--- config.mk ---
export PLATFORM = sky130hd
export DESIGN_NAME = letterbox_nearest_scaler_addr_core
export DESIGN_NICKNAME = d
export VERILOG_FILES = /design/src/rtl/lbsc_pkg.sv /design/src/rtl/lbsc_div.sv /design/src/rtl/lbsc_dp.sv /design/src/rtl/lbsc_ctrl.sv /design/src/rtl/letterbox_nearest_scaler_addr_core.sv
export SDC_FILE = /design/constraint.sdc
export NUM_CORES = 1
export LEC_CHECK = 0
export ABC_CLOCK_PERIOD_IN_PS = 8950
export BUFFER_PORTS_ARGS = -buffer_cell sky130_fd_sc_hd__buf_2
export CAP_MARGIN = 10
export CELL_PAD_IN_SITES_DETAIL_PLACEMENT = 0
export CELL_PAD_IN_SITES_GLOBAL_PLACEMENT = 1
export CORE_MARGIN = 10
export CORE_UTILIZATION = 50
export DETAILED_ROUTE_END_ITERATION = 12
export GPL_TIMING_DRIVEN = 1
export PLACE_DENSITY = 0.86
export SYNTH_ARGS = -nofsm -noshare
export SYNTH_HDL_FRONTEND = slang
export SYNTH_SLANG_ARGS = --single-unit
--- constraint.sdc ---
create_clock -name clock -period 8.95 [get_ports clock]
set_input_delay 0.4475 -clock clock [delete_from_list [all_inputs] [get_ports clock]]
set_output_delay 0.4475 -clock clock [all_outputs]
set_load 0.01 [all_outputs]
--- src/rtl/lbsc_pkg.sv ---
// Shared types and constants of the letterbox scaler address generator.
package lbsc_pkg;

   // Field widths fixed by the port list
   localparam int unsigned XW    = 11;  // canvas column, window width
   localparam int unsigned YW    = 10;  // canvas row, window height
   localparam int unsigned SW    = 11;  // source size and source coordinate
   localparam int unsigned AW    = 21;  // source linear address
   localparam int unsigned LEFTW = 10;
   localparam int unsigned TOPW  = 9;

   // Divider: dividend holds a product of two source-sized values
   localparam int unsigned DIVIDEND_W = 22;
   localparam int unsigned DIVISOR_W  = 11;
   localparam int unsigned DIV_STEPS  = DIVIDEND_W;
   localparam int unsigned DIV_CNT_W  = $clog2(DIV_STEPS + 1);

   localparam logic [SW-1:0] MAX_SRC_WIDTH       = 11'd1920;
   localparam logic [SW-1:0] MAX_SRC_HEIGHT      = 11'd1080;
   localparam logic [YW-1:0] CANVAS_HEIGHT       = 10'd720;
   localparam logic [XW-1:0] CANVAS_WIDTH_WIDE   = 11'd1280;
   localparam logic [XW-1:0] CANVAS_WIDTH_NARROW = 11'd960;
   localparam logic          ASPECT_MODE_WIDE    = 1'b1;

   // Register indexes on the csr port
   localparam logic [1:0] CSR_SOURCE_WIDTH  = 2'd0;
   localparam logic [1:0] CSR_SOURCE_HEIGHT = 2'd1;
   localparam logic [1:0] CSR_ASPECT_MODE   = 2'd2;

   typedef enum logic [2:0] {
      MUL_CW_SH,
      MUL_CH_SW,
      MUL_DX_SW,
      MUL_DY_SH,
      MUL_SY_SW
   } mul_sel_type;

   typedef enum logic [1:0] {
      DIV_GEOM,
      DIV_X,
      DIV_Y
   } div_sel_type;

   typedef enum logic [1:0] {
      OUT_INVALID,
      OUT_BORDER,
      OUT_PIXEL
   } out_sel_type;

   typedef struct packed {
      logic        latch_cfg;
      logic        mul_en;
      mul_sel_type mul_sel;
      logic        save_a;
      logic        fit_en;
      logic        div_start;
      div_sel_type div_sel;
      logic        geom_en;
      logic        count_clear;
      logic        count_step;
      logic        offs_en;
      logic        sx_en;
      logic        sy_en;
      logic        load_out;
      out_sel_type out_sel;
   } cmd_type;

   typedef struct packed {
      logic cfg_invalid;
      logic border;
      logic last;
      logic div_busy;
      logic div_done;
   } status_type;

endpackage

--- src/rtl/lbsc_div.sv ---
// Restoring divider, one quotient bit per cycle.
module lbsc_div (
   input  logic                              clock,
   input  logic                              reset,
   input  logic                              start,
   input  logic [lbsc_pkg::DIVIDEND_W-1:0]   dividend,
   input  logic [lbsc_pkg::DIVISOR_W-1:0]    divisor,
   output logic                              busy,
   output logic                              done,
   output logic [lbsc_pkg::DIVIDEND_W-1:0]   quotient
);

   logic                             active_ff, active_in;
   logic                             done_ff, done_in;
   logic [lbsc_pkg::DIV_CNT_W-1:0]   cnt_ff, cnt_in;
   logic [lbsc_pkg::DIVIDEND_W-1:0]  quo_ff, quo_in;
   logic [lbsc_pkg::DIVISOR_W-1:0]   rem_ff, rem_in;
   logic [lbsc_pkg::DIVISOR_W-1:0]   dsr_ff, dsr_in;
   logic [lbsc_pkg::DIVISOR_W:0]     shifted;
   logic [lbsc_pkg::DIVISOR_W:0]     diff;
   logic                             ge;

   assign shifted = {rem_ff, quo_ff[lbsc_pkg::DIVIDEND_W-1]};
   assign diff    = shifted - {1'b0, dsr_ff};
   assign ge      = shifted >= {1'b0, dsr_ff};

   always_comb begin
      active_in = active_ff;
      done_in   = 1'b0;
      cnt_in    = cnt_ff;
      quo_in    = quo_ff;
      rem_in    = rem_ff;
      dsr_in    = dsr_ff;
      if (start) begin
         active_in = 1'b1;
         cnt_in    = lbsc_pkg::DIV_CNT_W'(lbsc_pkg::DIV_STEPS);
         quo_in    = dividend;
         rem_in    = '0;
         dsr_in    = divisor;
      end else if (active_ff) begin
         quo_in = {quo_ff[lbsc_pkg::DIVIDEND_W-2:0], ge};
         rem_in = ge ? diff[lbsc_pkg::DIVISOR_W-1:0] : shifted[lbsc_pkg::DIVISOR_W-1:0];
         cnt_in = cnt_ff - 1'b1;
         if (cnt_ff == lbsc_pkg::DIV_CNT_W'(1)) begin
            active_in = 1'b0;
            done_in   = 1'b1;
         end
      end
   end

   always_ff @(posedge clock) begin
      if (reset) begin
         active_ff <= 1'b0;
         done_ff   <= 1'b0;
         cnt_ff    <= '0;
      end else begin
         active_ff <= active_in;
         done_ff   <= done_in;
         cnt_ff    <= cnt_in;
      end
      quo_ff <= quo_in;
      rem_ff <= rem_in;
      dsr_ff <= dsr_in;
   end

   assign busy     = active_ff;
   assign done     = done_ff;
   assign quotient = quo_ff;

endmodule

--- src/rtl/lbsc_dp.sv ---
// Datapath: config registers, frame geometry, pixel counters, source math, result register.
module lbsc_dp (
   input  logic                        clock,
   input  logic                        reset,
   input  lbsc_pkg::cmd_type           cmd,
   output lbsc_pkg::status_type        status,
   input  logic                        csr_valid,
   output logic                        csr_ready,
   input  logic [1:0]                  csr_index,
   input  logic [lbsc_pkg::SW-1:0]     csr_data,
   output logic [lbsc_pkg::XW-1:0]     rsp_dest_x,
   output logic [lbsc_pkg::YW-1:0]     rsp_dest_y,
   output logic [lbsc_pkg::SW-1:0]     rsp_src_x,
   output logic [lbsc_pkg::SW-1:0]     rsp_src_y,
   output logic [lbsc_pkg::AW-1:0]     rsp_src_address,
   output logic                        rsp_is_border,
   output logic                        rsp_frame_invalid,
   output logic                        rsp_last_of_frame
);

   localparam int unsigned PW = lbsc_pkg::DIVIDEND_W;

   // config
   logic [lbsc_pkg::SW-1:0] cfg_sw_ff, cfg_sh_ff;
   logic                    cfg_aspect_ff;
   logic [lbsc_pkg::XW-1:0] cfg_cw;

   // latched frame geometry
   logic [lbsc_pkg::SW-1:0]    lat_sw_ff, lat_sh_ff;
   logic [lbsc_pkg::XW-1:0]    lat_cw_ff;
   logic [lbsc_pkg::XW-1:0]    ww_ff, ww_in;
   logic [lbsc_pkg::YW-1:0]    wh_ff, wh_in;
   logic [lbsc_pkg::LEFTW-1:0] left_ff;
   logic [lbsc_pkg::TOPW-1:0]  top_ff;
   logic                       fit_ff;

   // arithmetic
   logic [PW-1:0]           prod_ff, cmp_a_ff;
   logic [lbsc_pkg::SW-1:0] mul_a, mul_b;
   logic [PW-1:0]           div_dividend;
   logic [lbsc_pkg::DIVISOR_W-1:0] div_divisor;
   logic [PW-1:0]           div_quo;
   logic                    div_busy, div_done;
   logic [lbsc_pkg::XW-1:0] q_geom, q_min1;

   // counters and offsets
   logic [lbsc_pkg::XW-1:0] col_ff;
   logic [lbsc_pkg::YW-1:0] row_ff;
   logic [lbsc_pkg::XW:0]   col_inc;
   logic [lbsc_pkg::XW-1:0] dx_ff;
   logic [lbsc_pkg::YW-1:0] dy_ff;
   logic [lbsc_pkg::SW-1:0] sx_ff, sy_ff;

   logic [lbsc_pkg::XW:0]   x_end;
   logic [lbsc_pkg::YW:0]   y_end;
   logic                    in_x, in_y, last;

   // result register
   logic [lbsc_pkg::XW-1:0] o_dx_ff;
   logic [lbsc_pkg::YW-1:0] o_dy_ff;
   logic [lbsc_pkg::SW-1:0] o_sx_ff, o_sy_ff;
   logic [lbsc_pkg::AW-1:0] o_addr_ff;
   logic                    o_border_ff, o_inv_ff, o_last_ff;

   assign csr_ready = 1'b1;
   assign cfg_cw = (cfg_aspect_ff == lbsc_pkg::ASPECT_MODE_WIDE) ?
                   lbsc_pkg::CANVAS_WIDTH_WIDE : lbsc_pkg::CANVAS_WIDTH_NARROW;

   always_ff @(posedge clock) begin
      if (reset) begin
         cfg_sw_ff     <= '0;
         cfg_sh_ff     <= '0;
         cfg_aspect_ff <= 1'b0;
      end else if (csr_valid) begin
         unique case (csr_index)
            lbsc_pkg::CSR_SOURCE_WIDTH:  cfg_sw_ff     <= csr_data;
            lbsc_pkg::CSR_SOURCE_HEIGHT: cfg_sh_ff     <= csr_data;
            lbsc_pkg::CSR_ASPECT_MODE:   cfg_aspect_ff <= csr_data[0];
            default: ;
         endcase
      end
   end

   // multiplier operand select
   always_comb begin
      case (cmd.mul_sel)
         lbsc_pkg::MUL_CW_SH: begin mul_a = lat_cw_ff; mul_b = lat_sh_ff; end
         lbsc_pkg::MUL_CH_SW: begin
            mul_a = lbsc_pkg::SW'(lbsc_pkg::CANVAS_HEIGHT);
            mul_b = lat_sw_ff;
         end
         lbsc_pkg::MUL_DX_SW: begin mul_a = dx_ff; mul_b = lat_sw_ff; end
         lbsc_pkg::MUL_DY_SH: begin mul_a = lbsc_pkg::SW'(dy_ff); mul_b = lat_sh_ff; end
         lbsc_pkg::MUL_SY_SW: begin mul_a = sy_ff; mul_b = lat_sw_ff; end
         default:             begin mul_a = '0; mul_b = '0; end
      endcase
   end

   // divider operand select
   always_comb begin
      div_dividend = prod_ff;
      case (cmd.div_sel)
         lbsc_pkg::DIV_GEOM: begin
            div_dividend = fit_ff ? cmp_a_ff : prod_ff;
            div_divisor  = fit_ff ? lat_sw_ff : lat_sh_ff;
         end
         lbsc_pkg::DIV_X: div_divisor = ww_ff;
         lbsc_pkg::DIV_Y: div_divisor = lbsc_pkg::DIVISOR_W'(wh_ff);
         default:         div_divisor = ww_ff;
      endcase
   end

   lbsc_div u_div (
      .clock    (clock),
      .reset    (reset),
      .start    (cmd.div_start),
      .dividend (div_dividend),
      .divisor  (div_divisor),
      .busy     (div_busy),
      .done     (div_done),
      .quotient (div_quo)
   );

   // window fit: filled side takes the canvas, the other the quotient (at least 1)
   assign q_geom = div_quo[lbsc_pkg::XW-1:0];
   assign q_min1 = (q_geom == '0) ? lbsc_pkg::XW'(1) : q_geom;
   assign ww_in  = fit_ff ? lat_cw_ff : q_min1;
   assign wh_in  = fit_ff ? q_min1[lbsc_pkg::YW-1:0] : lbsc_pkg::CANVAS_HEIGHT;

   assign col_inc = {1'b0, col_ff} + 1'b1;

   always_ff @(posedge clock) begin
      if (cmd.latch_cfg) begin
         lat_sw_ff <= cfg_sw_ff;
         lat_sh_ff <= cfg_sh_ff;
         lat_cw_ff <= cfg_cw;
      end
      if (cmd.mul_en)
         prod_ff <= PW'(mul_a) * PW'(mul_b);
      if (cmd.save_a)
         cmp_a_ff <= prod_ff;
      if (cmd.fit_en)
         fit_ff <= cmp_a_ff <= prod_ff;
      if (cmd.geom_en) begin
         ww_ff   <= ww_in;
         wh_ff   <= wh_in;
         left_ff <= lbsc_pkg::LEFTW'((lat_cw_ff - ww_in) >> 1);
         top_ff  <= lbsc_pkg::TOPW'((lbsc_pkg::CANVAS_HEIGHT - wh_in) >> 1);
      end
      if (cmd.offs_en) begin
         dx_ff <= col_ff - lbsc_pkg::XW'(left_ff);
         dy_ff <= row_ff - lbsc_pkg::YW'(top_ff);
      end
      if (cmd.sx_en)
         sx_ff <= div_quo[lbsc_pkg::SW-1:0];
      if (cmd.sy_en)
         sy_ff <= div_quo[lbsc_pkg::SW-1:0];
   end

   always_ff @(posedge clock) begin
      if (reset) begin
         col_ff <= '0;
         row_ff <= '0;
      end else if (cmd.count_clear) begin
         col_ff <= '0;
         row_ff <= '0;
      end else if (cmd.count_step) begin
         if (col_inc >= {1'b0, lat_cw_ff}) begin
            col_ff <= '0;
            row_ff <= row_ff + 1'b1;
         end else begin
            col_ff <= col_inc[lbsc_pkg::XW-1:0];
         end
      end
   end

   assign x_end = {1'b0, ww_ff} + (lbsc_pkg::XW + 1)'(left_ff);
   assign y_end = {1'b0, wh_ff} + (lbsc_pkg::YW + 1)'(top_ff);
   assign in_x  = (col_ff >= lbsc_pkg::XW'(left_ff)) && ({1'b0, col_ff} < x_end);
   assign in_y  = (row_ff >= lbsc_pkg::YW'(top_ff)) && ({1'b0, row_ff} < y_end);
   assign last  = (col_inc >= {1'b0, lat_cw_ff}) &&
                  (({1'b0, row_ff} + 1'b1) >= {1'b0, lbsc_pkg::CANVAS_HEIGHT});

   assign status.cfg_invalid = (cfg_sw_ff == '0) || (cfg_sh_ff == '0) ||
                               (cfg_sw_ff > lbsc_pkg::MAX_SRC_WIDTH) ||
                               (cfg_sh_ff > lbsc_pkg::MAX_SRC_HEIGHT);
   assign status.border   = !(in_x && in_y);
   assign status.last     = last;
   assign status.div_busy = div_busy;
   assign status.div_done = div_done;

   always_ff @(posedge clock) begin
      if (cmd.load_out) begin
         case (cmd.out_sel)
            lbsc_pkg::OUT_PIXEL: begin
               o_dx_ff     <= col_ff;
               o_dy_ff     <= row_ff;
               o_sx_ff     <= sx_ff;
               o_sy_ff     <= sy_ff;
               o_addr_ff   <= prod_ff[lbsc_pkg::AW-1:0] + lbsc_pkg::AW'(sx_ff);
               o_border_ff <= 1'b0;
               o_inv_ff    <= 1'b0;
               o_last_ff   <= last;
            end
            lbsc_pkg::OUT_BORDER: begin
               o_dx_ff     <= col_ff;
               o_dy_ff     <= row_ff;
               o_sx_ff     <= '0;
               o_sy_ff     <= '0;
               o_addr_ff   <= '0;
               o_border_ff <= 1'b1;
               o_inv_ff    <= 1'b0;
               o_last_ff   <= last;
            end
            default: begin
               o_dx_ff     <= '0;
               o_dy_ff     <= '0;
               o_sx_ff     <= '0;
               o_sy_ff     <= '0;
               o_addr_ff   <= '0;
               o_border_ff <= 1'b0;
               o_inv_ff    <= 1'b1;
               o_last_ff   <= 1'b1;
            end
         endcase
      end
   end

   assign rsp_dest_x        = o_dx_ff;
   assign rsp_dest_y        = o_dy_ff;
   assign rsp_src_x         = o_sx_ff;
   assign rsp_src_y         = o_sy_ff;
   assign rsp_src_address   = o_addr_ff;
   assign rsp_is_border     = o_border_ff;
   assign rsp_frame_invalid = o_inv_ff;
   assign rsp_last_of_frame = o_last_ff;

endmodule

--- src/rtl/lbsc_ctrl.sv ---
// Controller: sequences frame setup and per-pixel math, owns the handshakes.
module lbsc_ctrl (
   input  logic                  clock,
   input  logic                  reset,
   input  logic                  req_valid,
   output logic                  req_stall,
   input  logic                  req_restart_frame,
   output logic                  rsp_valid,
   input  logic                  rsp_stall,
   output lbsc_pkg::cmd_type     cmd,
   input  lbsc_pkg::status_type  status
);

   typedef enum logic [15:0] {
      S_IDLE  = 16'b0000_0000_0000_0001,
      S_START = 16'b0000_0000_0000_0010,
      S_MULA  = 16'b0000_0000_0000_0100,
      S_MULB  = 16'b0000_0000_0000_1000,
      S_CMP   = 16'b0000_0000_0001_0000,
      S_DIVG  = 16'b0000_0000_0010_0000,
      S_WAITG = 16'b0000_0000_0100_0000,
      S_GEOM  = 16'b0000_0000_1000_0000,
      S_PIX   = 16'b0000_0001_0000_0000,
      S_MULX  = 16'b0000_0010_0000_0000,
      S_DIVX  = 16'b0000_0100_0000_0000,
      S_WAITX = 16'b0000_1000_0000_0000,
      S_DIVY  = 16'b0001_0000_0000_0000,
      S_WAITY = 16'b0010_0000_0000_0000,
      S_ADDR  = 16'b0100_0000_0000_0000,
      S_EMIT  = 16'b1000_0000_0000_0000
   } state_type;

   state_type             state_ff, state_in;
   logic                  running_ff, running_in;
   logic                  rsp_valid_ff, rsp_valid_in;
   lbsc_pkg::out_sel_type kind_ff, kind_in;
   logic                  accept, out_free;

   assign accept   = req_valid && !req_stall;
   assign out_free = !rsp_valid_ff || !rsp_stall;

   always_comb begin
      state_in   = state_ff;
      running_in = running_ff;
      kind_in    = kind_ff;
      cmd        = '0;
      cmd.mul_sel = lbsc_pkg::MUL_CW_SH;
      cmd.div_sel = lbsc_pkg::DIV_GEOM;
      cmd.out_sel = kind_ff;
      unique case (state_ff)
         S_IDLE: begin
            if (accept) begin
               if (req_restart_frame || !running_ff) begin
                  state_in = S_START;
               end else begin
                  cmd.count_step = 1'b1;
                  state_in       = S_PIX;
               end
            end
         end
         S_START: begin
            if (status.cfg_invalid) begin
               running_in = 1'b0;
               kind_in    = lbsc_pkg::OUT_INVALID;
               state_in   = S_EMIT;
            end else begin
               cmd.latch_cfg = 1'b1;
               state_in      = S_MULA;
            end
         end
         S_MULA: begin
            cmd.mul_en  = 1'b1;
            cmd.mul_sel = lbsc_pkg::MUL_CW_SH;
            state_in    = S_MULB;
         end
         S_MULB: begin
            cmd.save_a  = 1'b1;
            cmd.mul_en  = 1'b1;
            cmd.mul_sel = lbsc_pkg::MUL_CH_SW;
            state_in    = S_CMP;
         end
         S_CMP: begin
            cmd.fit_en = 1'b1;
            state_in   = S_DIVG;
         end
         S_DIVG: begin
            cmd.div_start = 1'b1;
            cmd.div_sel   = lbsc_pkg::DIV_GEOM;
            state_in      = S_WAITG;
         end
         S_WAITG: begin
            if (status.div_done)
               state_in = S_GEOM;
         end
         S_GEOM: begin
            cmd.geom_en     = 1'b1;
            cmd.count_clear = 1'b1;
            running_in      = 1'b1;
            state_in        = S_PIX;
         end
         S_PIX: begin
            if (status.last)
               running_in = 1'b0;
            if (status.border) begin
               kind_in  = lbsc_pkg::OUT_BORDER;
               state_in = S_EMIT;
            end else begin
               cmd.offs_en = 1'b1;
               state_in    = S_MULX;
            end
         end
         S_MULX: begin
            cmd.mul_en  = 1'b1;
            cmd.mul_sel = lbsc_pkg::MUL_DX_SW;
            state_in    = S_DIVX;
         end
         S_DIVX: begin
            cmd.div_start = 1'b1;
            cmd.div_sel   = lbsc_pkg::DIV_X;
            state_in      = S_WAITX;
         end
         S_WAITX: begin
            if (status.div_done) begin
               cmd.sx_en   = 1'b1;
               cmd.mul_en  = 1'b1;
               cmd.mul_sel = lbsc_pkg::MUL_DY_SH;
               state_in    = S_DIVY;
            end
         end
         S_DIVY: begin
            cmd.div_start = 1'b1;
            cmd.div_sel   = lbsc_pkg::DIV_Y;
            state_in      = S_WAITY;
         end
         S_WAITY: begin
            if (status.div_done) begin
               cmd.sy_en = 1'b1;
               state_in  = S_ADDR;
            end
         end
         S_ADDR: begin
            cmd.mul_en  = 1'b1;
            cmd.mul_sel = lbsc_pkg::MUL_SY_SW;
            kind_in     = lbsc_pkg::OUT_PIXEL;
            state_in    = S_EMIT;
         end
         S_EMIT: begin
            // hold until the result register has room for this beat
            if (out_free) begin
               cmd.load_out = 1'b1;
               state_in     = S_IDLE;
            end
         end
         default: state_in = S_IDLE;
      endcase
   end

   always_comb begin
      rsp_valid_in = rsp_valid_ff;
      if (cmd.load_out)
         rsp_valid_in = 1'b1;
      else if (!rsp_stall)
         rsp_valid_in = 1'b0;
   end

   always_ff @(posedge clock) begin
      if (reset) begin
         state_ff     <= S_IDLE;
         running_ff   <= 1'b0;
         rsp_valid_ff <= 1'b0;
         kind_ff      <= lbsc_pkg::OUT_INVALID;
      end else begin
         state_ff     <= state_in;
         running_ff   <= running_in;
         rsp_valid_ff <= rsp_valid_in;
         kind_ff      <= kind_in;
      end
   end

   assign req_stall = (state_ff != S_IDLE);
   assign rsp_valid = rsp_valid_ff;

   a_load_room: assert property (@(posedge clock) disable iff (reset)
      cmd.load_out |-> out_free)
      else $error("result loaded while previous beat still stalled");

   a_div_idle: assert property (@(posedge clock) disable iff (reset)
      cmd.div_start |-> !status.div_busy)
      else $error("divider restarted while busy");

   a_div_wait: assert property (@(posedge clock) disable iff (reset)
      status.div_done |-> (state_ff == S_WAITG || state_ff == S_WAITX ||
                           state_ff == S_WAITY))
      else $error("divider finished outside a wait state");

   a_geom_run: assert property (@(posedge clock) disable iff (reset)
      (state_ff == S_GEOM) |=> (running_ff && state_ff == S_PIX))
      else $error("frame not running after geometry setup");

endmodule

--- src/rtl/letterbox_nearest_scaler_addr_core.sv ---
// Top level of the letterbox nearest-neighbor scaler address generator.
// Each req beat yields one rsp beat for the next canvas pixel in raster order.
// Work runs one beat at a time through a shared 11x11 multiplier and a
// one-bit-per-cycle 22-step divider. A border pixel goes from accept through
// the border check to the result register; a pixel inside the window also
// needs two divisions (source column, source row) of 22 steps each and three
// multiplies, the last for the address. A frame start adds the aspect fit
// (two multiplies, a compare, one division); an invalid source size skips it
// and gives an invalid beat. Source size and canvas mode latch at frame start.
module letterbox_nearest_scaler_addr_core (
   input  logic                     clock,
   input  logic                     reset,
   input  logic                     req_valid,
   output logic                     req_stall,
   input  logic                     req_restart_frame,
   output logic                     rsp_valid,
   input  logic                     rsp_stall,
   output logic [lbsc_pkg::XW-1:0]  rsp_dest_x,
   output logic [lbsc_pkg::YW-1:0]  rsp_dest_y,
   output logic [lbsc_pkg::SW-1:0]  rsp_src_x,
   output logic [lbsc_pkg::SW-1:0]  rsp_src_y,
   output logic [lbsc_pkg::AW-1:0]  rsp_src_address,
   output logic                     rsp_is_border,
   output logic                     rsp_frame_invalid,
   output logic                     rsp_last_of_frame,
   input  logic                     csr_valid,
   output logic                     csr_ready,
   input  logic [1:0]               csr_index,
   input  logic [lbsc_pkg::SW-1:0]  csr_data
);

   lbsc_pkg::cmd_type    cmd;
   lbsc_pkg::status_type status;

   lbsc_ctrl u_ctrl (
      .clock             (clock),
      .reset             (reset),
      .req_valid         (req_valid),
      .req_stall         (req_stall),
      .req_restart_frame (req_restart_frame),
      .rsp_valid         (rsp_valid),
      .rsp_stall         (rsp_stall),
      .cmd               (cmd),
      .status            (status)
   );

   lbsc_dp u_dp (
      .clock             (clock),
      .reset             (reset),
      .cmd               (cmd),
      .status            (status),
      .csr_valid         (csr_valid),
      .csr_ready         (csr_ready),
      .csr_index         (csr_index),
      .csr_data          (csr_data),
      .rsp_dest_x        (rsp_dest_x),
      .rsp_dest_y        (rsp_dest_y),
      .rsp_src_x         (rsp_src_x),
      .rsp_src_y         (rsp_src_y),
      .rsp_src_address   (rsp_src_address),
      .rsp_is_border     (rsp_is_border),
      .rsp_frame_invalid (rsp_frame_invalid),
      .rsp_last_of_frame (rsp_last_of_frame)
   );

endmodule
==> out/qor.csv, run 1 <==
stage,metric,value,unit
run_status,outcome,finished clean,
clock_tree,insertion_delay,0.57,ns
die,rows,76,
yosys,yosysSeqAreaShare,0.4224,
final_layout,fillers,3776,
timing,drv_slew,0,
critical_path,crit_path_max_fanout,24,
critical_path,required,9.24,ns
timing,tightest_slew,1.168,ns
die,die_h,228.8,um
timing,finalSetupViolations,0,
critical_path,r2r_setup_slack,0.96,ns
clock_tree,cts_hold_buf,0,
timing,period_needed,7.992,ns
grt,grt_pass1_wl,88650,um
route,post-route-drc-count,0,
timing,hold_violations,0,
power,p_per_area,152.1,nW/um2
clock_tree,clkSinkCount,334,
yosys,syn_avg_cell_area,10.40,um2
yosys,async_flop_share,0,
clock_tree,clockBufferDepth,3,
yosys,syn_nets,2380,
yosys,ys.flop_type,edfxtp_1,
critical_path,rr_worst_depth,23,
clock_tree,cts_inserted_buffers,40,
die,pin_count,89,
final_layout,num-nets-final,2462,
die,dieWidth,228.8,um
grt,antenna_found_initial,1,
yosys,synthTopCellsByArea,"edfxtp_1 (35%), ha_1 (10%), fa_1 (7.9%)",
power,internal-power,2.760,mW
yosys,synth.distinct_cells,81,
final_layout,final_cell_mix,"edfxtp_1 (252), nor2_1 (225), inv_1 (212)",
clock_tree,path_clk_slew,0.06,ns
grt,gr-usage-met1,0.2804,
yosys,netlist_area,21800,um2
timing,period_share,0.8929,
timing,setup_tns,0,ns
final_layout,instances_no_fill,2795,
grt,overflow,0,
critical_path,arrival,8.28,ns
clock_tree,cts_tree,built,
yosys,synth_top_area_share,0.3471,
grt,grt-busiest-layer,met2,
placement,place_inst,2721,
route,wl_per_cell,19.86,um
power,peakVddDrop,0.1549,mV
placement,io_buffers,87,
timing,max_freq,125.1,MHz
timing,clock_skew,0.02144,ns
route,vias_per_cell,5.735,
yosys,ys_ff_latch,334,
route,wirelength,55500,um
grt,grt_usage,0.2119,
power,switchingPower,914.7,uW
yosys,synth-edff-count,252,
power,combPwrFrac,0.105,
clock_tree,root_buffer,clkbuf_16,
grt,use_met3,0.04927,
timing,hold_slack,0.1281,ns
critical_path,cp-start-kind,register,
clock_tree,post_cts_resized,0,
placement,gp_congestion,0.9563,
critical_path,worstSetupPathType,register to register,
timing,rsz0062_at_grt,false,
placement,hpwl,42260,um
placement,dp_slack,1.012,ns
yosys,yosys.area.top_type,edfxtp_1,
route,firstDrtPassIters,6,
power,seq_power_share,0.463,
grt,first_global_vias,16130,
die,core_area,43080,um2
grt,met2_usage,0.3334,
min_path,hold_class,input pin to register,
min_path,hold_depth,3,
final_layout,fin_util,0.5611,
final_layout,areaGrowthSynthToFinish,10.85,%
yosys,synthCells,2097,
timing,fin_ws,0.9581,ns
die,dieArea,52360,um2
die,start_util,0.5061,
critical_path,endpoint_kind,register,
clock_tree,post-cts-setup-buffer-count,0,
grt,grt_max_degree,68,
route,ant_nets,0,
route,drtIter0Drc,1406,
timing,relSlewSlack,0.1991,
route,vias,16030,
power,switching_share,0.2489,
power,power_leakage,10.25,nW
power,clockPowerShare,0.432,
yosys,yosysWarnings,0,
final_layout,final_common_cell,edfxtp_1,
clock_tree,cts.htree.levels,2,
final_layout,drive_gt1_frac,0.1064,
flow_run,maxCapViolations,0,
## power groups by stage
stage                     combinational (mW)  sequential [mW]  clock (mW)
final                                  0.386             1.70        1.59
after global routing                   0.438             1.70        1.68
after CTS                              0.387             1.70        1.62
after detailed placement               0.384             1.73           0
after global placement                 0.378             1.73           0
after floorplan                        0.285             1.73           0
## synthesized netlist by cell type, types with 10 or more instances
master	number
dfxtp_1	82
a31oi_1	11
mux2i_1	79
and2_1	49
edfxtp_1	252
and3_1	17
o31ai_1	11
a211oi_1	16
o21a_1	17
nand3_1	30
nor2_1	225
nor3b_1	11
nor3_1	44
ha_1	178
fa_1	86
or3_1	10
xnor2_1	62
clkbuf_1	55
a21oi_1	112
o21ai_0	69
nor2b_1	46
nor4_1	21
nand2_1	81
inv_1	212
or2_2	30
or4_1	10
a21o_1	25
nand3b_1	10
nand2b_1	32
nand4_1	27
xor2_1	32
a22oi_1	13
## worst max-delay path, stage by stage, from the launching register on
cell	delay, ns
dfxtp_1	0.42
nor4_2	0.47
nand4_1	0.31
or4_1	0.65
inv_2	0.47
a21oi_1	0.17
and2_1	0.34
or2_2	0.35
fa_1	0.52
inv_1	0.06
fa_1	0.55
fa_1	0.45
fa_1	0.54
inv_1	0.05
fa_1	0.53
inv_1	0.04
ha_1	0.35
a21o_1	0.21
o21bai_1	0.15
a21oi_1	0.15
o21ai_0	0.16
a31oi_1	0.43
mux2i_1	0.24
o2111ai_1	0.12
## cell families (layout without fill, tap and decap cells)
logic type	Yosys count	in the layout	synth area share
AOI/OAI and AO/OA	359	359	0.1070
xor gates and xnor gates	94	94	0.03776
adders and majority gates	264	264	0.1811
buffers and inverters	287	399	0.05148
DFF	334	334	0.4224
muxes	81	81	0.03730
other	1	2	0.0001720
and+or+nand+nor	677	677	0.1628
## worst paths after layout
check                     start                  to
min                 csr_data[1]   u_dp.cfg_sh_ff[1]
max reg2reg  u_ctrl.state_ff[8]    u_dp.prod_ff[18]
min reg2reg  u_dp.cfg_aspect_ff  u_dp.lat_cw_ff[10]
max          u_ctrl.state_ff[8]    u_dp.prod_ff[18]
## final cells by class
cell class / count / area [um2] / share of cell area
sequential: 334 / 9209 / 0.3810
clock buffer: 45 / 1041 / 0.04307
tap: 585 / 732.0 / 0.03029
multi-input combinational: 1476 / 11510 / 0.4762
timing repair buffer: 114 / 645.6 / 0.02671
clock inverter: 27 / 230.2 / 0.009526
antenna: 1 / 2.502 / 0.0001035
inverter: 213 / 799.5 / 0.03308
## state kept, by name, indices dropped and copies added, names as in the netlist, 16 cells and up
register and cells:
u_dp.rsp_src_address 21, u_dp.cmp_a_ff 22, u_dp.u_div.quotient 22, u_dp.prod_ff 22, u_ctrl.state_ff 16
## layer usage
metal	wire, um	part of all wire	vias to the layer above
met4	1840	0.033	0
li1	-	-	7607
met2	24940	0.45	518
met3	4372	0.079	106
met5	0	0	-
met1	24340	0.44	7799
## stage by stage
step	power, mW	area [um2]
after floorplan	2.013	21800
after global placement	2.111	22880
after detailed placement	2.117	22880
after CTS	3.703	24150
after global routing	3.819	24170
final	3.675	24170
Note: power is estimated with default switching activity, not from simulation.
==> run 2: changes to the inputs <==
ABC_CLOCK_PERIOD_IN_PS = 6800   (was 8950)
CORE_UTILIZATION = 46   (was 50)
PLACE_DENSITY = 0.83   (was 0.86)
clock period = 6.8 ns   (was 8.95 ns; I/O delays follow)
==> run 2 against run 1 <==
Net effect:
- first-iteration DRC count up 4.6%
- sequential power increased by 31%
- count of clock-buffer cells in the layout decreased by 3
- sequential cell count is the same
- maximum frequency rose by 20%
- power up 34%
- cell count is 3.5% higher
- largest cell class unchanged
- largest power group unchanged
- highest routed layer unchanged
==> out/qor.csv, run 2 (synthesis gave the netlist of run 1 again) <==
stage,metric,value,unit,change
run_status,outcome,finished clean,,
min_path,hold_class,input pin to register,,
critical_path,r2r_setup_slack,0.16,ns,-0.80 ns
grt,use_met3,0.03078,,-0.01849
final_layout,fillers,4074,,+7.9%
placement,gp_congestion,0.9706,,+1.5%
clock_tree,cts_tree,built,,
power,peakVddDrop,0.1537,mV,-0.79%
flow_run,maxCapViolations,0,,unchanged
min_path,hold_depth,3,,unchanged
timing,tightest_slew,1.283,ns,+0.1156 ns
die,pin_count,89,,unchanged
grt,antenna_found_initial,0,,-1
final_layout,num-nets-final,2538,,+3.1%
route,vias_per_cell,5.649,,-1.5%
placement,hpwl,43810,um,+3.7%
die,start_util,0.4663,,-0.03981
clock_tree,insertion_delay,0.57,ns,about the same
route,drtIter0Drc,1470,,+4.6%
route,wl_per_cell,19.82,um,-0.18%
die,die_h,237.7,um,+3.9%
timing,fin_ws,0.1588,ns,-0.7993 ns
final_layout,areaGrowthSynthToFinish,15.51,%,
critical_path,worst_path_largest_cell_delay,1.08,ns,+0.43 ns
grt,grt_pass1_wl,90840,um,+2.5%
critical_path,endpoint_kind,register,,
clock_tree,path_clk_slew,0.07,ns,about the same
clock_tree,clockBufferDepth,3,,unchanged
critical_path,cp-start-kind,register,,
clock_tree,root_buffer,clkbuf_16,,
critical_path,worstPathCellList,nand3b_1 > nor2_1 > buf_4 > a222oi_1 > buf_4 > nor2_1 > fa_1 > fa_1 > fa_1 > fa_1 > inv_1 > fa_1 > inv_2 > ha_4 > o21a_1 > nor2_1 > a311oi_2 > o2111ai_2 > a21oi_2 > o221ai_2 > xnor2_1,,
route,post-route-drc-count,0,,unchanged
grt,gr-usage-met1,0.2772,,-0.003233
grt,first_global_vias,16260,,+0.84%
grt,met2_usage,0.3215,,-0.01190
critical_path,rr_worst_depth,21,,-8.7%
timing,period_share,0.9766,,+0.08370
die,dieArea,56500,um2,+7.9%
critical_path,arrival,6.94,ns,-1.34 ns
die,core_area,46750,um2,+8.5%
clock_tree,clkSinkCount,334,,unchanged
timing,max_freq,150.6,MHz,+20%
final_layout,final_cell_mix,"edfxtp_1 (252), nor2_1 (224), inv_1 (205)",,
critical_path,worstSetupPathType,register to register,,
route,ant_nets,0,,unchanged
final_layout,drive_gt1_frac,0.1589,,+0.05248
timing,finalSetupViolations,0,,unchanged
route,wirelength,57320,um,+3.3%
critical_path,r2r_start,u_ctrl.state_ff[13],,
timing,period_needed,6.641,ns,-1.351 ns
grt,grt_usage,0.2008,,-0.01104
power,power_leakage,10.70,nW,+4.4%
timing,relSlewSlack,0.1443,,-0.05480
route,firstDrtPassIters,5,,-1
clock_tree,cts_inserted_buffers,38,,-5.0%
power,p_per_area,195.1,nW/um2,+28%
critical_path,required,7.10,ns,-2.14 ns
timing,clock_skew,0.02655,ns,+0.005105 ns
min_path,min_to,u_dp.cfg_sh_ff[9],,
timing,hold_violations,0,,unchanged
route,vias,16340,,+1.9%
placement,dp_slack,-0.1416,ns,-1.154 ns
die,rows,79,,+3.9%
final_layout,fin_util,0.5386,,-0.02242
placement,io_buffers,87,,unchanged
timing,drv_slew,0,,unchanged
final_layout,n_antenna_cell,0,,-1
final_layout,instances_no_fill,2892,,+3.5%
critical_path,reg2reg_to,u_dp.prod_ff[21],,
timing,setup_tns,0,ns,unchanged
grt,grt_max_degree,51,,-25%
min_path,holdCritStartpoint,csr_data[9],,
critical_path,cp_slowest_cell,a222oi_1,,
die,dieWidth,237.7,um,+3.9%
grt,grt-busiest-layer,met2,,
final_layout,final_common_cell,edfxtp_1,,
critical_path,crit_path_max_fanout,7,,-71%
clock_tree,cts.htree.levels,2,,unchanged
critical_path,cp_common_cell,fa_1,,
placement,place_inst,2796,,+2.8%
grt,overflow,0,,unchanged
==> run 2: final cells by class <==
type,count,area [um2],area share
Clock inverter,28,287.8,0.01143
Multi-Input combinational cell,1476,11840,0.4700
Timing Repair Buffer,192,1311,0.05207
Inverter,213,807.0,0.03205
Tap cell,607,759.5,0.03016
Sequential cell,334,9216,0.3660
Clock buffer,42,965.9,0.03836
==> run 2: worst max path at each step <==
stage	slack [ns]	start	endpoint
after floorplan	0.02	u_ctrl.state_ff[13]	u_dp.prod_ff[18]
after global placement	-0.05	u_ctrl.state_ff[4]	u_dp.prod_ff[21]
after detailed placement	-0.14	u_ctrl.state_ff[4]	u_dp.prod_ff[21]
after CTS	-0.04	u_ctrl.state_ff[4]	u_dp.prod_ff[21]
after global routing	-0.05	u_ctrl.state_ff[5]	u_dp.prod_ff[21]
final	0.16	u_ctrl.state_ff[13]	u_dp.prod_ff[21]
==> run 2: metal layers <==
layer,up-vias,wire length [um]
met5,-,0
met4,0,1319
met3,94,3737
met2,494,26310
met1,7983,25950
li1,7765,-
==> run 2: power by group <==
group | switching [mW] | internal (mW) | total, mW
combinational | 0.334 | 0.252 | 0.586
clock | 0.872 | 1.22 | 2.10
sequential | 0.0235 | 2.21 | 2.23
==> run 2: stage by stage <==
stage / cell area, um2 / power (mW) / hold slack, ns
final: 25180 / 4.913 / 0.02727
after global routing: 25180 / 5.088 / 0.02448
after CTS: 24720 / 4.910 / 0.008856
after detailed placement: 23350 / 2.812 / 0.4275
after global placement: 23350 / 2.806 / 0.4117
after floorplan: 21820 / 2.651 / 0.4082
==> run 2: critical path: cells and delay by family (launching register included) <==
kind            cells  cell delay [ns]
compound gates      6             2.00
simple gates        4             0.40
fa+ha+maj           6             2.75
buf+inv             4             0.55
xor+xnor            1             0.15
flops               1             0.53
==> run 2: timing repair <==
| item | 4_1_cts | 5_1_grt |
|---|---|---|
| cloned | 1 | 0 |
| resized for setup | 15 | 61 |
| setup endpoints to repair | 6 | 9 |
| pin swaps | 3 | 45 |
| buffers inserted | 3 | 22 |
| hold buffers | 0 | 0 |
